`config.mk`:
```
export PLATFORM = sky130hd
export DESIGN_NAME = tccs_ctrl
export DESIGN_NICKNAME = d
export VERILOG_FILES = /design/src/tccs_pkg.sv /design/src/tccs_ctrl.sv
export SDC_FILE = /design/constraint.sdc
export NUM_CORES = 1
export LEC_CHECK = 0
export BUFFER_PORTS_ARGS = -buffer_cell sky130_fd_sc_hd__buf_4
export CORE_MARGIN = 2
export CORE_UTILIZATION = 45
export DETAILED_ROUTE_END_ITERATION = 10
export MAX_ROUTING_LAYER = met4
export PLACE_DENSITY = 0.73
export SLEW_MARGIN = 40
export SYNTH_ARGS = -nofsm -noshare
export SYNTH_HDL_FRONTEND = slang
export SYNTH_SLANG_ARGS = --single-unit
```
`constraint.sdc`:
```
create_clock -name clk -period 1.7 [get_ports clk]
set_input_delay 0.51 -clock clk [delete_from_list [all_inputs] [get_ports clk]]
set_output_delay 0.51 -clock clk [all_outputs]
set_load 0.03 [all_outputs]
```
`src/tccs_pkg.sv`:
```
// tccs_pkg: shared types and constants for the text console cursor/scroll block
// used by tccs_ctrl, tccs_datapath and text_console_cursor_scroll; no dependencies
`timescale 1ns / 1ps

package tccs_pkg;

    localparam int CMD_W        = 2;
    localparam int BYTE_W       = 8;
    localparam int INDEX_W      = 11;
    localparam int CURSOR_COL_W = 7;
    localparam int CURSOR_ROW_W = 5;
    localparam int CURSOR_POS_W = 11;
    localparam int CELL_DATA_W  = 2 * BYTE_W;

    localparam logic [BYTE_W-1:0] NEWLINE_CHAR = 8'h0A;
    localparam logic [BYTE_W-1:0] BLANK_CHAR   = 8'h20;
    localparam logic [BYTE_W-1:0] RESET_ATTR   = 8'h17;

    typedef enum logic [CMD_W-1:0] {
        CMD_PUT   = 2'd0,
        CMD_READ  = 2'd1,
        CMD_CLEAR = 2'd2,
        CMD_NONE  = 2'd3
    } cmd_t;

    // controller to datapath
    typedef struct packed {
        logic take;
        logic exec;
        logic move;
        logic fill;
        logic init_attr;
        logic inc;
        logic load;
    } ctrl_t;

    // datapath to controller
    typedef struct packed {
        cmd_t cmd;
        logic scroll_need;
        logic move_last;
        logic fill_last;
        logic out_free;
    } status_t;

endpackage

```
`src/tccs_ctrl.sv`:
```
// tccs_ctrl: sequencer for request execution, scroll, clear and the reset clearing pass
// depends on tccs_pkg (cmd_t, ctrl_t, status_t)
`timescale 1ns / 1ps

module tccs_ctrl
    import tccs_pkg::*;
(
    input  logic    clk,
    input  logic    rst_n,
    input  logic    in_valid,
    output logic    in_stall,
    input  status_t status,
    output ctrl_t   ctrl
);

    typedef enum logic [6:0] {
        ST_INIT   = 7'b0000001,
        ST_IDLE   = 7'b0000010,
        ST_EXEC   = 7'b0000100,
        ST_READ   = 7'b0001000,
        ST_SCROLL = 7'b0010000,
        ST_FILL   = 7'b0100000,
        ST_DONE   = 7'b1000000
    } state_t;

    state_t state_reg;
    state_t state_next;

    always_ff @(posedge clk or negedge rst_n)
    begin
        if (!rst_n)
        begin
            state_reg <= ST_INIT;
        end
        else
        begin
            state_reg <= state_next;
        end
    end

    assign in_stall = (state_reg != ST_IDLE);

    always_comb
    begin
        ctrl       = '0;
        state_next = state_reg;
        unique case (state_reg)
            ST_INIT:
            begin
                ctrl.fill      = 1'b1;
                ctrl.init_attr = 1'b1;
                if (status.fill_last)
                begin
                    state_next = ST_IDLE;
                end
                else
                begin
                    ctrl.inc = 1'b1;
                end
            end
            ST_IDLE:
            begin
                if (in_valid)
                begin
                    ctrl.take  = 1'b1;
                    state_next = ST_EXEC;
                end
            end
            ST_EXEC:
            begin
                ctrl.exec = 1'b1;
                unique case (status.cmd)
                    CMD_READ:
                    begin
                        state_next = ST_READ;
                    end
                    CMD_CLEAR:
                    begin
                        state_next = ST_FILL;
                    end
                    CMD_PUT, CMD_NONE:
                    begin
                        if (status.cmd == CMD_PUT && status.scroll_need)
                        begin
                            state_next = ST_SCROLL;
                        end
                        else if (status.out_free)
                        begin
                            ctrl.load  = 1'b1;
                            state_next = ST_IDLE;
                        end
                        else
                        begin
                            state_next = ST_DONE;
                        end
                    end
                    default:
                    begin
                        state_next = ST_DONE;
                    end
                endcase
            end
            ST_READ:
            begin
                if (status.out_free)
                begin
                    ctrl.load  = 1'b1;
                    state_next = ST_IDLE;
                end
                else
                begin
                    state_next = ST_DONE;
                end
            end
            ST_SCROLL:
            begin
                ctrl.move = 1'b1;
                if (status.move_last)
                begin
                    state_next = ST_FILL;
                end
                else
                begin
                    ctrl.inc = 1'b1;
                end
            end
            ST_FILL:
            begin
                ctrl.fill = 1'b1;
                if (status.fill_last)
                begin
                    if (status.out_free)
                    begin
                        ctrl.load  = 1'b1;
                        state_next = ST_IDLE;
                    end
                    else
                    begin
                        state_next = ST_DONE;
                    end
                end
                else
                begin
                    ctrl.inc = 1'b1;
                end
            end
            ST_DONE:
            begin
                if (status.out_free)
                begin
                    ctrl.load  = 1'b1;
                    state_next = ST_IDLE;
                end
            end
            default:
            begin
                state_next = ST_INIT;
            end
        endcase
    end

endmodule

```
## Word-level counts from Yosys, hierarchy flattened

Index checks and enable logic that the tools add are counted.
W data, S select, Z words.

- Register bits after elaboration: 7
- Input bits: 9
- Output and inout port bits: 8
- Word-level logic and storage cells: 46

- Equal/unequal tests: 16
- Muxes and demuxes: 23
- Reduce and logical (&&, ||, !) cells: 6

Operators with widths:

| cell | count |
|---|---|
| $mux W7 | 7 |
| $pmux W7 S7 | 1 |
| $pmux W7 S3 | 1 |
| $mux W1 | 12 |
| $ne A2 B2 Y1 const B | 5 |
| $eq A7 B1 Y1 const B | 1 |
| $eq A7 B2 Y1 const B | 1 |
| $eq A7 B3 Y1 const B | 1 |
| $eq A7 B4 Y1 const B | 1 |
| $eq A7 B5 Y1 const B | 1 |
| $eq A7 B6 Y1 const B | 1 |
| $eq A7 B7 Y1 const B | 1 |
| $ne A7 B2 Y1 const B | 1 |
| $reduce_or A2 Y1 | 3 |
| $reduce_and A5 Y1 | 1 |
| $eq A2 B2 Y1 const B | 2 |
| $pmux W1 S3 | 1 |
| $eq A2 B1 Y1 const B | 1 |
| $logic_not A2 Y1 | 1 |
| $pmux W1 S2 | 1 |
| $logic_and A1 B1 Y1 | 1 |

## Depth between registers and ports, before layout

- Depth after elaboration: 5
- Gate-level depth with buffers: 7
- Gate-level depth less buffers: 7

## Least setup slack after synthesis

Ideal clock, no wire load.

- Path type: input port to output port
- From: input port status[4] (netlist name)
- To: output port ctrl[0] (netlist name)
- Arrival: 1.422 ns
- Required time: 1.190 ns
- Path slack: -0.232 ns
- Stages on the path: 5
- Path buffers: 0
- Path through: inv_1 -> ha_1 -> nand2b_1 -> o32ai_1 -> and2_1

RTL lines:

| item | RTL line | source |
|---|---|---|
| from (decl) | tccs_ctrl.sv:12 | `input status_t status,` |
| to (decl) | tccs_ctrl.sv:13 | `output ctrl_t ctrl` |

==> qor.txt <==
clock-pin transition on the worst setup and hold timing paths: 0.06 ns
number of inserted diodes: 0
Reg2Reg Depth: 12
Slew Viols, Final: 0
unrepaired setup endpoints after global routing: true
Cell Area, Synth: 646 um2
chain of cells forming the critical path: nor4_4 -> nand3_2 -> o32ai_2 -> and2_4 -> buf_6
number of buffers inserted by port buffering: 16
data required time of the worst path: 1.19 ns
estimated wirelength of the detail-placed design: 1.55 mm
most frequent cells in the layout: buf_4, buf_6, nand2_1
number of routed nets with antenna violations: 0
number of warning messages in the yosys log: 0
antenna violations before repair: 0
status: finished with violations
overall die area: 0.00175 mm2
routability congestion estimate: 0.876
start-to-end type of the worst setup path: register to primary output
final-report setup violation count: 11
HP Class: input port to async pin
Worst Max-Slew Pin Slew: 0.478 ns
clk sink count: 7
count of vias placed by the detailed router: 1017
via count of the first global-routing pass: 876
adder and majority cell fraction of the synthesized area: 5.81%
First-pass DRT Iterations: 8
H-tree Lvls: 1
die outline height: 41.9 um
Area Overhead vs Synth: 96.1%
Final period util: 132%
Syn Inst Count: 77
Startpoint Class: register
violations in the final reports: setup timing
critical path arrival: 1.74 ns
first-pass GRT wire length: 4.48 mm
WL/cell: 22.7 um
Final Skew: 0.00576 ns
post-route worst setup slack: -0.549 ns
instance area after placement: 998 um2
Final Critical Period: 2.25 ns
leakage dissipation: 0.605 nW
share of flip-flops with an asynchronous set or reset: 100%
post-route core utilization: 96.1%
combinational family with the most area after synthesis: simple AND/OR/NAND/NOR gates
basic-gate share of the synthesized area counting and, or, nand and nor cells: 37.4%
Max Freq: 0.445 GHz
post-detailed-route via-to-cell ratio: 6.65
Num CTS Buffers: 3
Synth Area in Compound Gates: 19.2%
overflow left after global routing: 0
DRT iter0 DRCs: 78
area of the placeable core: 0.00132 mm2
maximum vdd drop: 0.00153 V
Slew headroom: 67.9%
distinct cell type count after synthesis: 34
highest-delay cell along the critical path: dfrtp_2
remaining design rule violation count: 0
Max Cap Viol: 0
post-synthesis share of cell area spent on xor and xnor gates: 1.36%
Synth Flop Type: dfrtp_1
flip-flop count of the largest register, all copies and words added: 7
root buffer selected by CTS: clkbuf_4
fraction of final layout cells sized beyond drive strength 1: 65.9%
TritonCTS clock tree: built
biggest cell delay along the critical path: 0.48 ns
Die W: 41.9 um
total length of routed wires: 3.47 mm
register area share after synthesis: 27.3%
worst flop-to-flop path startpoint: state_reg[6]$_DFFE_PN0P_
Post-synth EDFFs: 0
final net count: 151
syn_area_per_cell: 8.38 um2
number of nets in the synthesized netlist: 89
slack of the worst reg-to-reg path: -0.41 ns
peak fanout along the critical path: 4
starting utilization of the core area: 49.0%
post-layout instance area: 0.00127 mm2
Bufs on Longest Clock Path: 2
number of rows created at floorplan: 13
power density relative to cell area: 1350 mW/mm2
flip-flop and latch count after synthesis: 7
share of cell area taken by muxes after synthesis: 0%
final hold violation count: 0
top-level port count: 17
GRT Util Overall: 36.5%
Reg-to-Reg End: state_reg[0]$_DFFE_PN1P_
leading cell type in the layout, fill and taps excluded: buf_4
kind of end point of the critical path: primary output
largest net degree at the start of global routing: 10
worst skew pair latency: 0.27 ns
[cell usage after synthesis, drive strengths merged (3+ instances only)]
| cell | n | area (um2) |
|---|---|---|
| and3 | 3 | 26.3 |
| buf | 3 | 30.0 |
| dfrtp | 6 | 150 |
| ha | 3 | 37.5 |
| inv | 6 | 22.5 |
| nand2 | 8 | 30.0 |
| nand3 | 6 | 30.0 |
| nor2 | 7 | 26.3 |
| nor3 | 3 | 26.3 |
| o21ai | 6 | 30.0 |
| o32ai | 3 | 33.8 |
[layout make-up]
| cell class | count | area [um2] |
|---|---|---|
| Sequential cell | 7 | 181 |
| Timing Repair Buffer | 60 | 503 |
| Fill cell | 28 | 51.3 |
| Clock buffer | 3 | 22.5 |
| Tap cell | 15 | 18.8 |
| Inverter | 7 | 33.8 |
| Clock inverter | 1 | 5.00 |
| Multi-Input combinational cell | 60 | 502 |
[stage by stage]
step           cells  hold WS, ns  setup WS (ns)  power [mW]  TNS [ns]
2_1_floorplan     77        0.214         -0.120       0.731    -0.300
3_3_place_gp     133        0.329         -0.315        1.04     -1.09
6_report         153       0.0432         -0.549        1.71     -4.49
5_1_grt          153       0.0339         -0.643        1.78     -5.10
3_5_place_dp     133        0.329         -0.325        1.07     -1.36
4_1_cts          147       0.0367         -0.407        1.46     -2.83
[power by group]
part           switching (mW)  total, mW  internal, mW
Combinational           0.650       1.26         0.609
Clock                  0.0822      0.169        0.0872
Sequential             0.0707      0.282         0.212
Total                   0.803       1.71         0.908
[cells by family (layout without fill, tap and decap cells)]
family | after synthesis | count (layout)
xor gates and xnor gates | 1 | 1
buffers and inverters | 10 | 71
and+or+nand+nor | 39 | 39
AOI/OAI and AO/OA | 17 | 17
adders and majority gates | 3 | 3
DFF | 7 | 7
[layer usage]
layer / track usage (%) / up-vias / routed length [um]
li1: - / 399 / -
met1: 40.5 / 454 / 1190
met2: 58.8 / 115 / 1590
met3: 9.13 / 49 / 400
met4: 21.3 / 0 / 296
met5: - / - / 0
[worst max-delay path by stage]
stage,slack (ns),to,startpoint,cells past startpoint
floorplan,-0.12,ctrl[1],state_reg[2]$_DFFE_PN0P_,5
global placement,-0.32,ctrl[0],status[5],7
detailed placement,-0.33,ctrl[0],status[5],7
CTS,-0.41,ctrl[0],state_reg[4]$_DFFE_PN0P_,6
global route,-0.64,ctrl[0],state_reg[1]$_DFFE_PN0P_,5
finish,-0.55,ctrl[0],state_reg[1]$_DFFE_PN0P_,5
[timing repair]
action | in CTS | in global routing
pin swaps | 6 | 5
setup endpoints to repair | 9 | 11
buffers inserted | 10 | 7
gates resized for setup | 28 | 11
hold buffers | 0 | 0
[worst max-delay path, delay by kind of cell (launching register included)]
| family | cells | cell delay [ns] |
|---|---|---|
| AO/OA/AOI/OAI | 1 | 0.19 |
| AND/OR/NAND/NOR | 3 | 0.68 |
| buffers and inverters | 1 | 0.12 |
| flip-flops | 1 | 0.48 |
Note: power is estimated with default switching activity, not from simulation.
